`src/hw/rtl/ecgr_pkg.sv`:
```
// Shared types, constants and font ROM for the error code glyph renderer.
// No dependencies; imported by every module of the block except ecgr_fifo.
`timescale 1ns / 1ps
`default_nettype none

package ecgr_pkg;

	// Code clamp and divide-by-ten reciprocal (exact for codes below 180)
	localparam int CODE_W      = 8;
	localparam int CODE_MAX    = 99;
	localparam int DIV10_MUL   = 205;
	localparam int DIV10_SHIFT = 11;

	// Glyph placement on the panel, rows counted from the top
	localparam int GLYPH_W    = 5;
	localparam int GLYPH_H    = 7;
	localparam int TOP_ROW    = 2;
	localparam int LOWER_ROW  = 11;
	localparam int FIRST_COL  = 4;
	localparam int SECOND_COL = 11;

	// Output packing: 8 bytes of two 4-bit pixels per word
	localparam int LEVEL_W       = 4;
	localparam int WORD_W        = 64;
	localparam int PIX_PER_WORD  = 16;
	localparam int WIDX_W        = 5;
	localparam int COORD_W       = 6;
	localparam logic [LEVEL_W-1:0] LEVEL_RESET = 4'hF;

	// Depth of the queue between front and back
	localparam int QUEUE_DEPTH = 2;

	typedef logic [GLYPH_W-1:0] glyph_row_t;

	// One classified item: the two digits to draw
	typedef struct packed {
		logic [3:0] tens;
		logic [3:0] ones;
	} digits_t;

	localparam glyph_row_t DIGIT_ROM [10][GLYPH_H] = '{
		'{5'h0E, 5'h11, 5'h13, 5'h15, 5'h19, 5'h11, 5'h0E},
		'{5'h04, 5'h0C, 5'h04, 5'h04, 5'h04, 5'h04, 5'h0E},
		'{5'h0E, 5'h11, 5'h01, 5'h02, 5'h04, 5'h08, 5'h1F},
		'{5'h1F, 5'h02, 5'h04, 5'h02, 5'h01, 5'h11, 5'h0E},
		'{5'h02, 5'h06, 5'h0A, 5'h12, 5'h1F, 5'h02, 5'h02},
		'{5'h1F, 5'h10, 5'h1E, 5'h01, 5'h01, 5'h11, 5'h0E},
		'{5'h06, 5'h08, 5'h10, 5'h1E, 5'h11, 5'h11, 5'h0E},
		'{5'h1F, 5'h01, 5'h02, 5'h04, 5'h08, 5'h08, 5'h08},
		'{5'h0E, 5'h11, 5'h11, 5'h0E, 5'h11, 5'h11, 5'h0E},
		'{5'h0E, 5'h11, 5'h11, 5'h0F, 5'h01, 5'h02, 5'h0C}
	};
	localparam glyph_row_t LETTER_C_ROM [GLYPH_H] =
		'{5'h0E, 5'h11, 5'h10, 5'h10, 5'h10, 5'h11, 5'h0E};
	localparam glyph_row_t LETTER_E_ROM [GLYPH_H] =
		'{5'h1F, 5'h10, 5'h10, 5'h1E, 5'h10, 5'h10, 5'h1F};

	// Font row lookups; out-of-range selects read as blank
	function automatic glyph_row_t digit_row(input logic [3:0] d, input logic [2:0] r);
		glyph_row_t row;
		row = '0;
		if (d <= 4'd9 && r < 3'(GLYPH_H)) begin
			row = DIGIT_ROM[d][r];
		end
		return row;
	endfunction

	function automatic glyph_row_t c_row(input logic [2:0] r);
		glyph_row_t row;
		row = '0;
		if (r < 3'(GLYPH_H)) begin
			row = LETTER_C_ROM[r];
		end
		return row;
	endfunction

	function automatic glyph_row_t e_row(input logic [2:0] r);
		glyph_row_t row;
		row = '0;
		if (r < 3'(GLYPH_H)) begin
			row = LETTER_E_ROM[r];
		end
		return row;
	endfunction

endpackage

`default_nettype wire

```
`src/hw/rtl/error_code_glyph_renderer.sv`:
```
// Error code glyph renderer: draws "CE" over a two-digit code as packed pixels.
// Throughput: one 64-bit word per cycle while out_ready does not stall the output;
// 25 words per code at PANEL_SIZE 20 (ceil(ceil(PANEL_SIZE^2/2)/8) in general), set
// by the word sequencer, which takes the next queued code as the last word advances.
// Reset: on_level returns to 15, queue empties, no output is pending.
// Depends on ecgr_pkg, ecgr_front, ecgr_fifo and ecgr_back.
`timescale 1ns / 1ps
`default_nettype none

module error_code_glyph_renderer #(
	parameter int PANEL_SIZE = 20
) (
	input  wire logic                          clk,
	input  wire logic                          arst_n,
	input  wire logic                          cfg_we,
	input  wire logic [ecgr_pkg::LEVEL_W-1:0]  cfg_wdata,
	input  wire logic                          in_valid,
	output logic                               in_ready,
	input  wire logic [ecgr_pkg::CODE_W-1:0]   error_code,
	output logic                               out_valid,
	input  wire logic                          out_ready,
	output logic [ecgr_pkg::WORD_W-1:0]        pixel_word,
	output logic [ecgr_pkg::WIDX_W-1:0]        word_index,
	output logic                               last
);
	import ecgr_pkg::*;

	logic [LEVEL_W-1:0] on_level_q;
	logic               q_full;
	logic               q_push;
	digits_t            q_wdata;
	logic               q_pop;
	logic               q_valid;
	digits_t            q_rdata;

	// Intensity register
	always_ff @(posedge clk or negedge arst_n) begin
		if (!arst_n) begin
			on_level_q <= LEVEL_RESET;
		end else if (cfg_we) begin
			on_level_q <= cfg_wdata;
		end
	end

	ecgr_front u_front (
		.in_valid   (in_valid),
		.in_ready   (in_ready),
		.error_code (error_code),
		.q_full     (q_full),
		.q_push     (q_push),
		.q_data     (q_wdata)
	);

	ecgr_fifo #(
		.WIDTH ($bits(digits_t)),
		.DEPTH (QUEUE_DEPTH)
	) u_queue (
		.clk       (clk),
		.arst_n    (arst_n),
		.push      (q_push),
		.push_data (q_wdata),
		.full      (q_full),
		.pop       (q_pop),
		.pop_data  (q_rdata),
		.not_empty (q_valid)
	);

	ecgr_back #(
		.PANEL_SIZE (PANEL_SIZE)
	) u_back (
		.clk        (clk),
		.arst_n     (arst_n),
		.on_level   (on_level_q),
		.q_valid    (q_valid),
		.q_data     (q_rdata),
		.q_pop      (q_pop),
		.out_valid  (out_valid),
		.out_ready  (out_ready),
		.pixel_word (pixel_word),
		.word_index (word_index),
		.last       (last)
	);

endmodule

`default_nettype wire

```
`src/hw/rtl/ecgr_fifo.sv`:
```
// Small register-based queue between the front and back parts.
// Uses no package; width and depth come from parameters.
`timescale 1ns / 1ps
`default_nettype none

module ecgr_fifo #(
	parameter int WIDTH = 8,
	parameter int DEPTH = 2
) (
	input  wire logic             clk,
	input  wire logic             arst_n,
	input  wire logic             push,
	input  wire logic [WIDTH-1:0] push_data,
	output logic                  full,
	input  wire logic             pop,
	output logic [WIDTH-1:0]      pop_data,
	output logic                  not_empty
);

	localparam int PW = (DEPTH > 1) ? $clog2(DEPTH) : 1;
	localparam int CW = $clog2(DEPTH + 1);

	logic [WIDTH-1:0] mem_q [DEPTH];
	logic [PW-1:0]    wr_ptr_q;
	logic [PW-1:0]    rd_ptr_q;
	logic [CW-1:0]    count_q;
	logic             do_push;
	logic             do_pop;

	assign full      = (count_q == CW'(DEPTH));
	assign not_empty = (count_q != '0);
	assign pop_data  = mem_q[rd_ptr_q];
	assign do_push   = push && !full;
	assign do_pop    = pop && not_empty;

	// Pointers and fill count
	always_ff @(posedge clk or negedge arst_n) begin
		if (!arst_n) begin
			wr_ptr_q <= '0;
			rd_ptr_q <= '0;
			count_q  <= '0;
		end else begin
			if (do_push) begin
				wr_ptr_q <= (wr_ptr_q == PW'(DEPTH - 1)) ? '0 : wr_ptr_q + 1'b1;
			end
			if (do_pop) begin
				rd_ptr_q <= (rd_ptr_q == PW'(DEPTH - 1)) ? '0 : rd_ptr_q + 1'b1;
			end
			if (do_push && !do_pop) begin
				count_q <= count_q + 1'b1;
			end else if (do_pop && !do_push) begin
				count_q <= count_q - 1'b1;
			end
		end
	end

	// Entry storage
	always_ff @(posedge clk) begin
		if (do_push) begin
			mem_q[wr_ptr_q] <= push_data;
		end
	end

endmodule

`default_nettype wire

```
`src/hw/rtl/ecgr_front.sv`:
```
// Front part: accepts error codes, clamps them and splits the two digits.
// Depends on ecgr_pkg.
`timescale 1ns / 1ps
`default_nettype none

module ecgr_front (
	input  wire logic                        in_valid,
	output logic                             in_ready,
	input  wire logic [ecgr_pkg::CODE_W-1:0] error_code,
	input  wire logic                        q_full,
	output logic                             q_push,
	output ecgr_pkg::digits_t                q_data
);
	import ecgr_pkg::*;

	localparam int PROD_W = 15;

	logic [6:0]        code_c;
	logic [PROD_W-1:0] prod;
	logic [3:0]        tens;
	logic [6:0]        tens_x10;

	// Saturate to 99
	assign code_c = (error_code > CODE_W'(CODE_MAX)) ? 7'(CODE_MAX) : error_code[6:0];

	// Divide by ten through a reciprocal multiply
	assign prod     = PROD_W'(code_c) * PROD_W'(DIV10_MUL);
	assign tens     = prod[DIV10_SHIFT +: 4];
	assign tens_x10 = 7'({tens, 3'b000}) + 7'({tens, 1'b0});

	assign q_data.tens = tens;
	assign q_data.ones = 4'(code_c - tens_x10);

	assign in_ready = !q_full;
	assign q_push   = in_valid && !q_full;

endmodule

`default_nettype wire

```
`src/hw/rtl/ecgr_back.sv`:
```
// Back part: renders the image one 16-pixel word per cycle when not
// stalled, from the font ROM to registered output. Depends on ecgr_pkg.
`timescale 1ns / 1ps
`default_nettype none

module ecgr_back #(
	parameter int PANEL_SIZE = 20
) (
	input  wire logic                          clk,
	input  wire logic                          arst_n,
	input  wire logic [ecgr_pkg::LEVEL_W-1:0]  on_level,
	input  wire logic                          q_valid,
	input  wire ecgr_pkg::digits_t             q_data,
	output logic                               q_pop,
	output logic                               out_valid,
	input  wire logic                          out_ready,
	output logic [ecgr_pkg::WORD_W-1:0]        pixel_word,
	output logic [ecgr_pkg::WIDX_W-1:0]        word_index,
	output logic                               last
);
	import ecgr_pkg::*;

	localparam int PIX_COUNT  = PANEL_SIZE * PANEL_SIZE;
	localparam int BYTE_COUNT = (PIX_COUNT + 1) / 2;
	localparam int WORD_COUNT = (BYTE_COUNT + 7) / 8;
	localparam int KW         = $clog2(WORD_COUNT);
	localparam int CW         = $clog2(PANEL_SIZE);
	localparam int RW         = $clog2(PANEL_SIZE + 1);

	logic            busy_q;
	logic [KW-1:0]   k_q;
	logic [CW-1:0]   col0_q;
	logic [RW-1:0]   row0_q;
	digits_t         dig_q;
	logic            out_valid_q;
	logic [WORD_W-1:0] pixel_word_q;
	logic [WIDX_W-1:0] word_index_q;
	logic            last_q;

	logic            adv;
	logic            is_last;
	logic [CW:0]     col_next;
	logic [WORD_W-1:0] word_c;

	// One word per cycle while the output slot is free
	assign adv     = busy_q && (!out_valid_q || out_ready);
	assign is_last = (k_q == KW'(WORD_COUNT - 1));
	assign q_pop   = q_valid && (!busy_q || (adv && is_last));

	// Next word start: 16 pixels on, wrapping at most once per word
	assign col_next = {1'b0, col0_q} + (CW + 1)'(PIX_PER_WORD);

	// Pixel lanes
	for (genvar i = 0; i < PIX_PER_WORD; i++) begin : g_lane
		localparam int NIB_LO = (i % 2 == 0) ? 4 * i + 4 : 4 * i - 4;

		logic [CW:0]        csum;
		logic               wrap;
		logic [CW-1:0]      col;
		logic [RW-1:0]      rb;
		logic               on_panel;
		logic [COORD_W-1:0] rt6;
		logic [COORD_W-1:0] c6;
		logic               top_h;
		logic               bot_h;
		logic               left_h;
		logic               right_h;
		logic [2:0]         gr;
		logic [2:0]         gc;
		glyph_row_t         bits;
		logic               lit;

		assign csum = {1'b0, col0_q} + (CW + 1)'(i);
		assign wrap = (csum >= (CW + 1)'(PANEL_SIZE));
		assign col  = wrap ? CW'(csum - (CW + 1)'(PANEL_SIZE)) : csum[CW-1:0];
		assign rb   = row0_q + RW'(wrap);
		assign on_panel = (rb < RW'(PANEL_SIZE));

		// Row from the top and column on common coordinate width
		assign rt6 = COORD_W'(PANEL_SIZE - 1) - COORD_W'(rb);
		assign c6  = COORD_W'(col);

		assign top_h   = (rt6 >= COORD_W'(TOP_ROW)) &&
			(rt6 < COORD_W'(TOP_ROW + GLYPH_H));
		assign bot_h   = (rt6 >= COORD_W'(LOWER_ROW)) &&
			(rt6 < COORD_W'(LOWER_ROW + GLYPH_H));
		assign left_h  = (c6 >= COORD_W'(FIRST_COL)) &&
			(c6 < COORD_W'(FIRST_COL + GLYPH_W));
		assign right_h = (c6 >= COORD_W'(SECOND_COL)) &&
			(c6 < COORD_W'(SECOND_COL + GLYPH_W));

		assign gr = top_h ? 3'(rt6 - COORD_W'(TOP_ROW)) : 3'(rt6 - COORD_W'(LOWER_ROW));
		assign gc = left_h ? 3'(c6 - COORD_W'(FIRST_COL)) : 3'(c6 - COORD_W'(SECOND_COL));

		// Font row for whichever glyph covers this pixel
		always_comb begin
			bits = '0;
			if (top_h && left_h) begin
				bits = c_row(gr);
			end else if (top_h && right_h) begin
				bits = e_row(gr);
			end else if (bot_h && left_h) begin
				bits = digit_row(dig_q.tens, gr);
			end else if (bot_h && right_h) begin
				bits = digit_row(dig_q.ones, gr);
			end
		end

		// Bit 4 is the leftmost glyph column
		assign lit = on_panel && (gc < 3'(GLYPH_W)) && bits[3'(GLYPH_W - 1) - gc];
		assign word_c[NIB_LO +: LEVEL_W] = lit ? on_level : '0;
	end

	// Sequencer: current item, word count and start pixel of the word
	always_ff @(posedge clk or negedge arst_n) begin
		if (!arst_n) begin
			busy_q <= 1'b0;
			k_q    <= '0;
			col0_q <= '0;
			row0_q <= '0;
		end else begin
			if (q_pop) begin
				busy_q <= 1'b1;
				k_q    <= '0;
				col0_q <= '0;
				row0_q <= '0;
			end else if (adv) begin
				if (is_last) begin
					busy_q <= 1'b0;
				end
				k_q <= k_q + 1'b1;
				if (col_next >= (CW + 1)'(PANEL_SIZE)) begin
					col0_q <= CW'(col_next - (CW + 1)'(PANEL_SIZE));
					row0_q <= row0_q + 1'b1;
				end else begin
					col0_q <= col_next[CW-1:0];
				end
			end
		end
	end

	// Digits of the item being drawn
	always_ff @(posedge clk) begin
		if (q_pop) begin
			dig_q <= q_data;
		end
	end

	// Output register valid
	always_ff @(posedge clk or negedge arst_n) begin
		if (!arst_n) begin
			out_valid_q <= 1'b0;
		end else if (adv) begin
			out_valid_q <= 1'b1;
		end else if (out_ready) begin
			out_valid_q <= 1'b0;
		end
	end

	// Output register payload
	always_ff @(posedge clk) begin
		if (adv) begin
			pixel_word_q <= word_c;
			word_index_q <= WIDX_W'(k_q);
			last_q       <= is_last;
		end
	end

	assign out_valid  = out_valid_q;
	assign pixel_word = pixel_word_q;
	assign word_index = word_index_q;
	assign last       = last_q;

endmodule

`default_nettype wire
```
`config.mk`:
```
export PLATFORM = sky130hd
export DESIGN_NAME = error_code_glyph_renderer
export DESIGN_NICKNAME = d
export VERILOG_FILES = /design/src/hw/rtl/ecgr_pkg.sv /design/src/hw/rtl/error_code_glyph_renderer.sv /design/src/hw/rtl/ecgr_fifo.sv /design/src/hw/rtl/ecgr_front.sv /design/src/hw/rtl/ecgr_back.sv
export SDC_FILE = /design/constraint.sdc
export NUM_CORES = 1
export LEC_CHECK = 0
export BUFFER_PORTS_ARGS = -buffer_cell sky130_fd_sc_hd__buf_4
export CAP_MARGIN = 30
export CELL_PAD_IN_SITES_DETAIL_PLACEMENT = 1
export CELL_PAD_IN_SITES_GLOBAL_PLACEMENT = 2
export CORE_UTILIZATION = 30
export CTS_BUF_LIST = sky130_fd_sc_hd__clkbuf_8
export CTS_CLUSTER_SIZE = 25
export DETAILED_ROUTE_END_ITERATION = 7
export GPL_TIMING_DRIVEN = 0
export PLACE_DENSITY = 0.7
export SLEW_MARGIN = 30
export SYNTH_ARGS = -nofsm -noshare
export SYNTH_HDL_FRONTEND = slang
export SYNTH_HIERARCHICAL = 1
export SYNTH_SLANG_ARGS = --single-unit
```
`constraint.sdc`:
```
create_clock -name clk -period 16.59 [get_ports clk]
set_input_delay 3.318 -clock clk [delete_from_list [all_inputs] [get_ports clk]]
set_output_delay 3.318 -clock clk [all_outputs]
set_load 0.01 [all_outputs]
```
# [Word level (Yosys, flattened, before mapping)]
# Memory sizes are Yosys's and may differ from the RTL's. A register that Yosys moved wholly into a read port is not among the register bits.
# Index checks and enable logic that the tools add are counted.
[classes] add_sub_neg=153 n_mul=1 n_lt_le_gt_ge=230 eq_ne=2 mux=392 bitwise_logic=18 n_reduce_logical=215
[op_table] operator="$mux 5" n=280
[op_table] operator="$bmux 5 s3" n=32
[op_table] operator="$logic_and 1x1->1" n=200
[op_table] operator="$lt 5x5->1 const B" n=32
[op_table] operator="$sub 3x2->3 const B" n=48
[op_table] operator="$mux 35" n=4
[op_table] operator="$ge 6x2->1 const B" n=16
[op_table] operator="$ge 6x4->1 const B" n=16
[op_table] operator="$ge 6x5->1 const B" n=16
[op_table] operator="$lt 3x3->1 const B" n=32
[op_table] operator="$lt 6x4->1 const B" n=16
[op_table] operator="$lt 6x5->1 const B" n=16
[op_table] operator="$mux 3" n=32
[op_table] operator="$sub 5x5->6 const A" n=16
[op_table] operator="$sub 5x5->5 const B" n=17
[op_table] operator="$add 5x1->5" n=16
[op_table] operator="$ge 5x3->1 const B" n=16
[op_table] operator="$ge 5x4->1 const B" n=16
[op_table] operator="$lt 5x4->1 const B" n=16
[op_table] operator="$ge 4x4->1 const B" n=16
[op_table] operator="$lt 3x4->1 const B" n=16
[op_table] operator="$not 3->4" n=16
[op_table] operator="$add 5x4->6 const B" n=8
[op_table] operator="$bmux 1 s3" n=16
[op_table] operator="26 further kinds" n=102
[word_totals] register_bits=95 mem_bits_rw=16 mem_bits_ro=2400 output_inout_bits=72 elab_cells=1073 n_memories=35
[memory_table] name="(no name shown)" depth=16 word_bits=35 read_ports=1 rd_clocked_by_memory_dff=0 write_ports=0 line="ecgr_pkg.sv:63" rtl="row = DIGIT_ROM[d][r];"
[memory_table] name="(no name shown)" depth=16 word_bits=35 read_ports=1 rd_clocked_by_memory_dff=0 write_ports=0 line="ecgr_pkg.sv:63"
[memory_table] name="(no name shown)" depth=8 word_bits=5 read_ports=1 rd_clocked_by_memory_dff=0 write_ports=0 line="ecgr_pkg.sv:72" rtl="row = LETTER_C_ROM[r];"
[memory_table] name="(no name shown)" depth=8 word_bits=5 read_ports=1 rd_clocked_by_memory_dff=0 write_ports=0 line="ecgr_pkg.sv:81" rtl="row = LETTER_E_ROM[r];"
[memory_table] name="(no name shown)" depth=8 word_bits=5 read_ports=1 rd_clocked_by_memory_dff=0 write_ports=0 line="ecgr_pkg.sv:81"
[memory_table] name="(no name shown)" depth=8 word_bits=5 read_ports=1 rd_clocked_by_memory_dff=0 write_ports=0 line="ecgr_pkg.sv:72"
[memory_table] name="+29 memories"

# [Longest topological paths before layout]
[depth] depth_word=19 ltp_mapped=26 ltp_nobuf=22

# [Hierarchy]
# The synthesis kept the hierarchy.
[modules_own_cells] module="ecgr_back" instances=1 cells_each=2189 area_each_um2=17250.3 seq_area_each_um2=2717.6
[modules_own_cells] module="ecgr_front" instances=1 cells_each=130 area_each_um2=1098.6 seq_area_each_um2=0.0
[modules_own_cells] module="ecgr_fifo" instances=1 cells_each=44 area_each_um2=783.3 seq_area_each_um2=580.6
[modules_own_cells] module="error_code_glyph_renderer" instances=1 cells_each=8 area_each_um2=150.1 seq_area_each_um2=105.1

# [Worst setup path after synthesis]
# Ideal clock, no wire load.
[synth_path] path_kind="input-to-reg" start="input port error_code[2] in the netlist's numbering" end="memory u_queue.mem_q[0][3], data pin" setup_ns=0.269 t_arrival_ns=7.225 t_required_ns=16.321 path_slack_ns=9.095 stages=20 path_buffers=0 cell_sequence="o311ai_1 > nand2b_1 > nor2_1 > ha_1 > ha_1 > fa_1 > inv_1 > fa_1 > inv_1 > ha_1 > a21oi_1 > nor2_1 > a41oi_2 > nand2_2 > nor2_1 > nor2_1 > ha_1 > a32oi_1 > xnor2_1 > xor2_1"
[synth_rtl] element="start: declaration" line="error_code_glyph_renderer.sv:19" rtl="input wire logic [ecgr_pkg::CODE_W-1:0] error_code,"
[synth_rtl] element="end: declaration" line="ecgr_fifo.sv:23" rtl="logic [WIDTH-1:0] mem_q [DEPTH];"

# [Final worst setup path]
[layout_path] start="register u_back.col0_q[2]" end="register u_back.pixel_word_q[16], in the netlist u_back/pixel_word[16], data pin"
[layout_between] elab_chain_len=19 word_cells_on_any_way=59 cone_classes="add/sub (9); order compare (12); mux (23); bitwise (1); reduce/logical (12); memory (2)"
[layout_rtl] element="start: declaration" line="ecgr_back.sv:32" rtl="logic [CW-1:0] col0_q;"
[layout_rtl] element="start signal: assignment" line="ecgr_back.sv:133" rtl="col0_q <= CW'(col_next - (CW + 1)'(PANEL_SIZE));"
[layout_rtl] element="start signal: assignment" line="ecgr_back.sv:136" rtl="col0_q <= col_next[CW-1:0];"
[layout_rtl] element="$add 5x3->6 *" line="ecgr_back.sv:73" rtl="assign csum = {1'b0, col0_q} + (CW + 1)'(i);"
[layout_rtl] element="$ge 6x5->1" line="ecgr_back.sv:74" rtl="assign wrap = (csum >= (CW + 1)'(PANEL_SIZE));"
[layout_rtl] element="$add 5x1->5" line="ecgr_back.sv:76" rtl="assign rb = row0_q + RW'(wrap);"
[layout_rtl] element="$sub 5x5->6" line="ecgr_back.sv:80" rtl="assign rt6 = COORD_W'(PANEL_SIZE - 1) - COORD_W'(rb);"
[layout_rtl] element="$ge 6x2->1 / $lt 6x4->1 (equally long branches)" line="ecgr_back.sv:83, ecgr_back.sv:84"
[layout_rtl] element="$logic_and 1x1->1" line="ecgr_back.sv:83" rtl="assign top_h = (rt6 >= COORD_W'(TOP_ROW)) &&"
[layout_rtl] element="$mux 3" line="ecgr_back.sv:92" rtl="assign gr = top_h ? 3'(rt6 - COORD_W'(TOP_ROW)) : 3'(rt6 - COORD_W'(LOWER_ROW));"
[layout_rtl] element="$not 3->4 (implied by the code)" line="ecgr_pkg.sv:63, ecgr_pkg.sv:72, ecgr_pkg.sv:81"
[layout_rtl] element="[3 not listed]"
[layout_rtl] element="$mux 5" line="ecgr_pkg.sv:62" rtl="if (d <= 4'd9 && r < 3'(GLYPH_H)) begin"
[layout_rtl] element="$mux 5" line="ecgr_back.sv:104" rtl="end else if (bot_h && right_h) begin"
[layout_rtl] element="$mux 5" line="ecgr_back.sv:102" rtl="end else if (bot_h && left_h) begin"
[layout_rtl] element="$mux 5" line="ecgr_back.sv:100" rtl="end else if (top_h && right_h) begin"
[layout_rtl] element="$mux 5" line="ecgr_back.sv:98" rtl="if (top_h && left_h) begin"
[layout_rtl] element="$bmux 1 s3" line="ecgr_back.sv:110" rtl="assign lit = on_panel && (gc < 3'(GLYPH_W)) && bits[3'(GLYPH_W - 1) - gc];"
[layout_rtl] element="$mux 1 (implied by the code)" line="ecgr_back.sv:110"
[layout_rtl] element="$logic_and 1x1->1 *" line="ecgr_back.sv:110"
[layout_rtl] element="end signal: assignment" line="ecgr_back.sv:163" rtl="pixel_word_q <= word_c;"
[layout_rtl] element="end: declaration" line="ecgr_back.sv:36" rtl="logic [WORD_W-1:0] pixel_word_q;"
# Every way passes the cells marked *; elsewhere a longest branch is shown, timed or not. The select of a mux whose other input is x is not followed.
# A chain may end at the register's enable or synchronous reset.

==> impl_metrics.yaml <==
cells_and_area:
  final_cell_mix: "231 x ha_1, 215 x nand2_1, 184 x nor2_1"
  final_common_cell: "ha_1"
  area_delta_synth_final_pct: 11.43
  nFillCells: 7646
  fin_nets: 2738
  final_layout_size_suffix_gt1_frac: 0.1327
clock_network:
  clock_path_buffers: 2
  cts_num_sinks: 117
  insertion_delay_ps: 460
  cts_setup_buffers: 0
  cts-root-buf: "clkbuf_8"
  cts_resized: 0
  cts_tree: "done"
  cts_made_buffers: 17
  ctsHoldBuffers: 0
  cts_max_level: 4
  clk_pin_slew_ps: 70
global_routing:
  grt_max_degree: 77
  top_usage_layer: "met2"
  grtUsageMet2: 0.4383
  grt_antenna_before_repair: 2
  met1_usage: 0.3440
  grt_use_total: 0.2594
  grt_pass1_wl_um: 129100
  overflow: 0
  met3_usage: 0.02387
  grt_pass1_vias: 19824
floorplanning:
  die_w_um: 255.5
  rows: 92
  initial_core_util: 0.3046
  dieArea_um2: 65290
  fp.dieH_um: 255.5
  core_um2: 63310
  ios: 89
placed_design:
  dp.final_hpwl_um: 68070
  port_buffers: 88
  gp_congestion: 0.9491
setup_path:
  crit_chain: "clkbuf_1 -> clkbuf_1 -> inv_1 -> buf_2 -> ha_1 -> clkbuf_1 -> clkinv_1 -> ha_1 -> o21ai_0 -> ha_1 -> ha_1 -> xor2_1 -> inv_1 -> ha_1 -> nor2b_1 -> a311oi_1 -> nand4_2 -> buf_6 -> xnor2_2 -> mux2i_1 -> a32o_1 -> or3_1 -> a31oi_2 -> and2_1"
  worstPathRequired_ps: 16900
  crit_top_cell: "ha_1"
  crit_fanout: 16
  critical_path.slowest_cell: "dfrtp_1"
  cpLargestDelayFamily: "buffers and inverters"
  start_kind: "register"
  max_stage_delay_ps: 560
  worstSetupPathType: "reg2reg"
  crit_arrival_ps: 8930
  crit_buf_inv: 8
  endpoint_kind: "register"
timing:
  finalClockSkew_ps: 22.49
  slew_viol_final: 0
  finalCriticalPeriod_ps: 8613
  tightest_slew_ps: 1070
  fin_crit_sh: 0.5192
  slew_headroom: 0.2867
  setup_violations: 0
  hold_viol: 0
  setup_tns_ps: 0
  rsz0062_at_grt: "false"
  fmax_mhz: 116.1
yosys:
  synth_cells: 2371
  syn_nets: 2628
  synth_cell_types: 131
  syn_area_per_cell_um2: 8.133
  yosysWarningCount: 6
  synth_area_um2: 19280
  yosysSeqAreaShare: 0.1765
  synthArstFlopShare: 0.1966
  synth_seq_cells: 117
  synth_edf_count: 94
  ys.flop_type: "edfxtp_1"
detailed_routing:
  route.detailed.drc: 0
  first_iter_violations: 1557
  drt-total-wl_um: 86910
  vias_per_cell: 5.867
  routedWlPerCell_um: 26.01
  vias: 19603
  drt_pass1_iterations: 7
  drtAntennaViolNets: 0
run:
  drv_cap: 0
run_status:
  status: "completed"
hold_path:
  hp-class: "reg2reg"
-- flip-flops by register name, indices dropped and copies added (netlist names), 2 cells and up --
| signal | cells |
|---|---|
| u_back/pixel_word | 64 |
| u_queue/mem_q | 16 |
| u_back/dig_q | 8 |
| u_back/k_q | 5 |
| u_back/row0_q | 5 |
| u_back/word_index | 5 |
| on_level_q | 4 |
| u_back/col0_q | 3 |
| u_queue/count_q | 2 |
-- cells by family after synthesis --
family / after synthesis / synth area share
adders and majority gates: 240 / 0.1592
DFF: 117 / 0.1765
muxes: 106 / 0.07216
AOI/OAI and AO/OA: 671 / 0.2439
buffers and inverters: 290 / 0.06684
and+or+nand+nor: 814 / 0.2139
xor gates and xnor gates: 133 / 0.06748
-- layout make-up --
type	count	area [µm²]	area share
multi-input cells	1964	14630	0.6808
well taps	846	1059	0.04927
clock inverters	15	178.9	0.008328
clock buffers	17	234.0	0.01089
flip-flops and latches	117	3406	0.1585
inverters	162	613.1	0.02853
repair buffers	91	678.2	0.03156
diodes	1	2.502	0.0001165
plain buffers	128	686.9	0.03197
-- through the flow --
step                cell area [µm²]    util  cells  worst slack, ps  hold WS [ps]
floorplan                     19280       -   2371             9095         456.6
finish                        21490  0.3394   3341             7977         500.4
global route                  21480  0.3393   3340             7693         525.0
detailed placement            21060  0.3327   3308             8242         490.5
global placement              21000  0.3317   3305             7986         481.4
CTS                           21480  0.3392   3340             8172         505.4
-- routing by layer --
layer  up-vias  wire [µm]
met5         -          9
met4         2       3159
met3       132       3663
met2       517      41250
met1      9942      38830
li1       9010          -
-- synth_stat cells (13+ instances only) --
cell,count,share of area
a211oi_1,22,0.0086
a21o_1,22,0.0086
a21oi_1,152,0.039
a31oi_1,45,0.015
a32oi_1,13,0.0059
and2_1,31,0.010
and3_1,19,0.0062
buf_2,19,0.0049
buf_6,18,0.011
clkbuf_1,74,0.014
dfrtp_1,19,0.025
edfxtp_1,94,0.15
ha_1,231,0.15
inv_1,146,0.028
mux2_2,16,0.0093
mux2i_1,56,0.029
mux4_2,22,0.026
nand2_1,215,0.042
nand2b_1,45,0.015
nand3_1,79,0.021
nand4_1,24,0.0078
nor2_1,184,0.036
nor2b_1,34,0.011
nor3_1,63,0.016
nor4_1,19,0.0062
o2111ai_1,21,0.0095
o211ai_1,43,0.017
o21ai_0,126,0.033
o22ai_1,13,0.0042
o31ai_1,14,0.0055
or2_2,16,0.0052
or3_1,18,0.0058
xnor2_1,93,0.042
xor2_1,25,0.011
-- path summary, 6_finish.rpt --
| path | from | end | slack, ps | cells after the start |
|---|---|---|---|---|
| min in group asynchronous | arst_n | u_back/k_q[1] | 2780 | 1 |
| min | u_queue/wr_ptr_q | u_queue/wr_ptr_q | 500 | 1 |
| max | u_back/col0_q[2] | u_back/pixel_word[16] | 7980 | 24 |
| max reg2reg | u_back/col0_q[2] | u_back/pixel_word[16] | 7980 | 24 |
| max in group asynchronous | arst_n | on_level_q[0] | 13480 | 1 |
| min reg2reg | u_queue/wr_ptr_q | u_queue/wr_ptr_q | 500 | 1 |
Power is not shown: default switching activity piles up to over one toggle a cycle in this logic, so the estimate is an artifact.
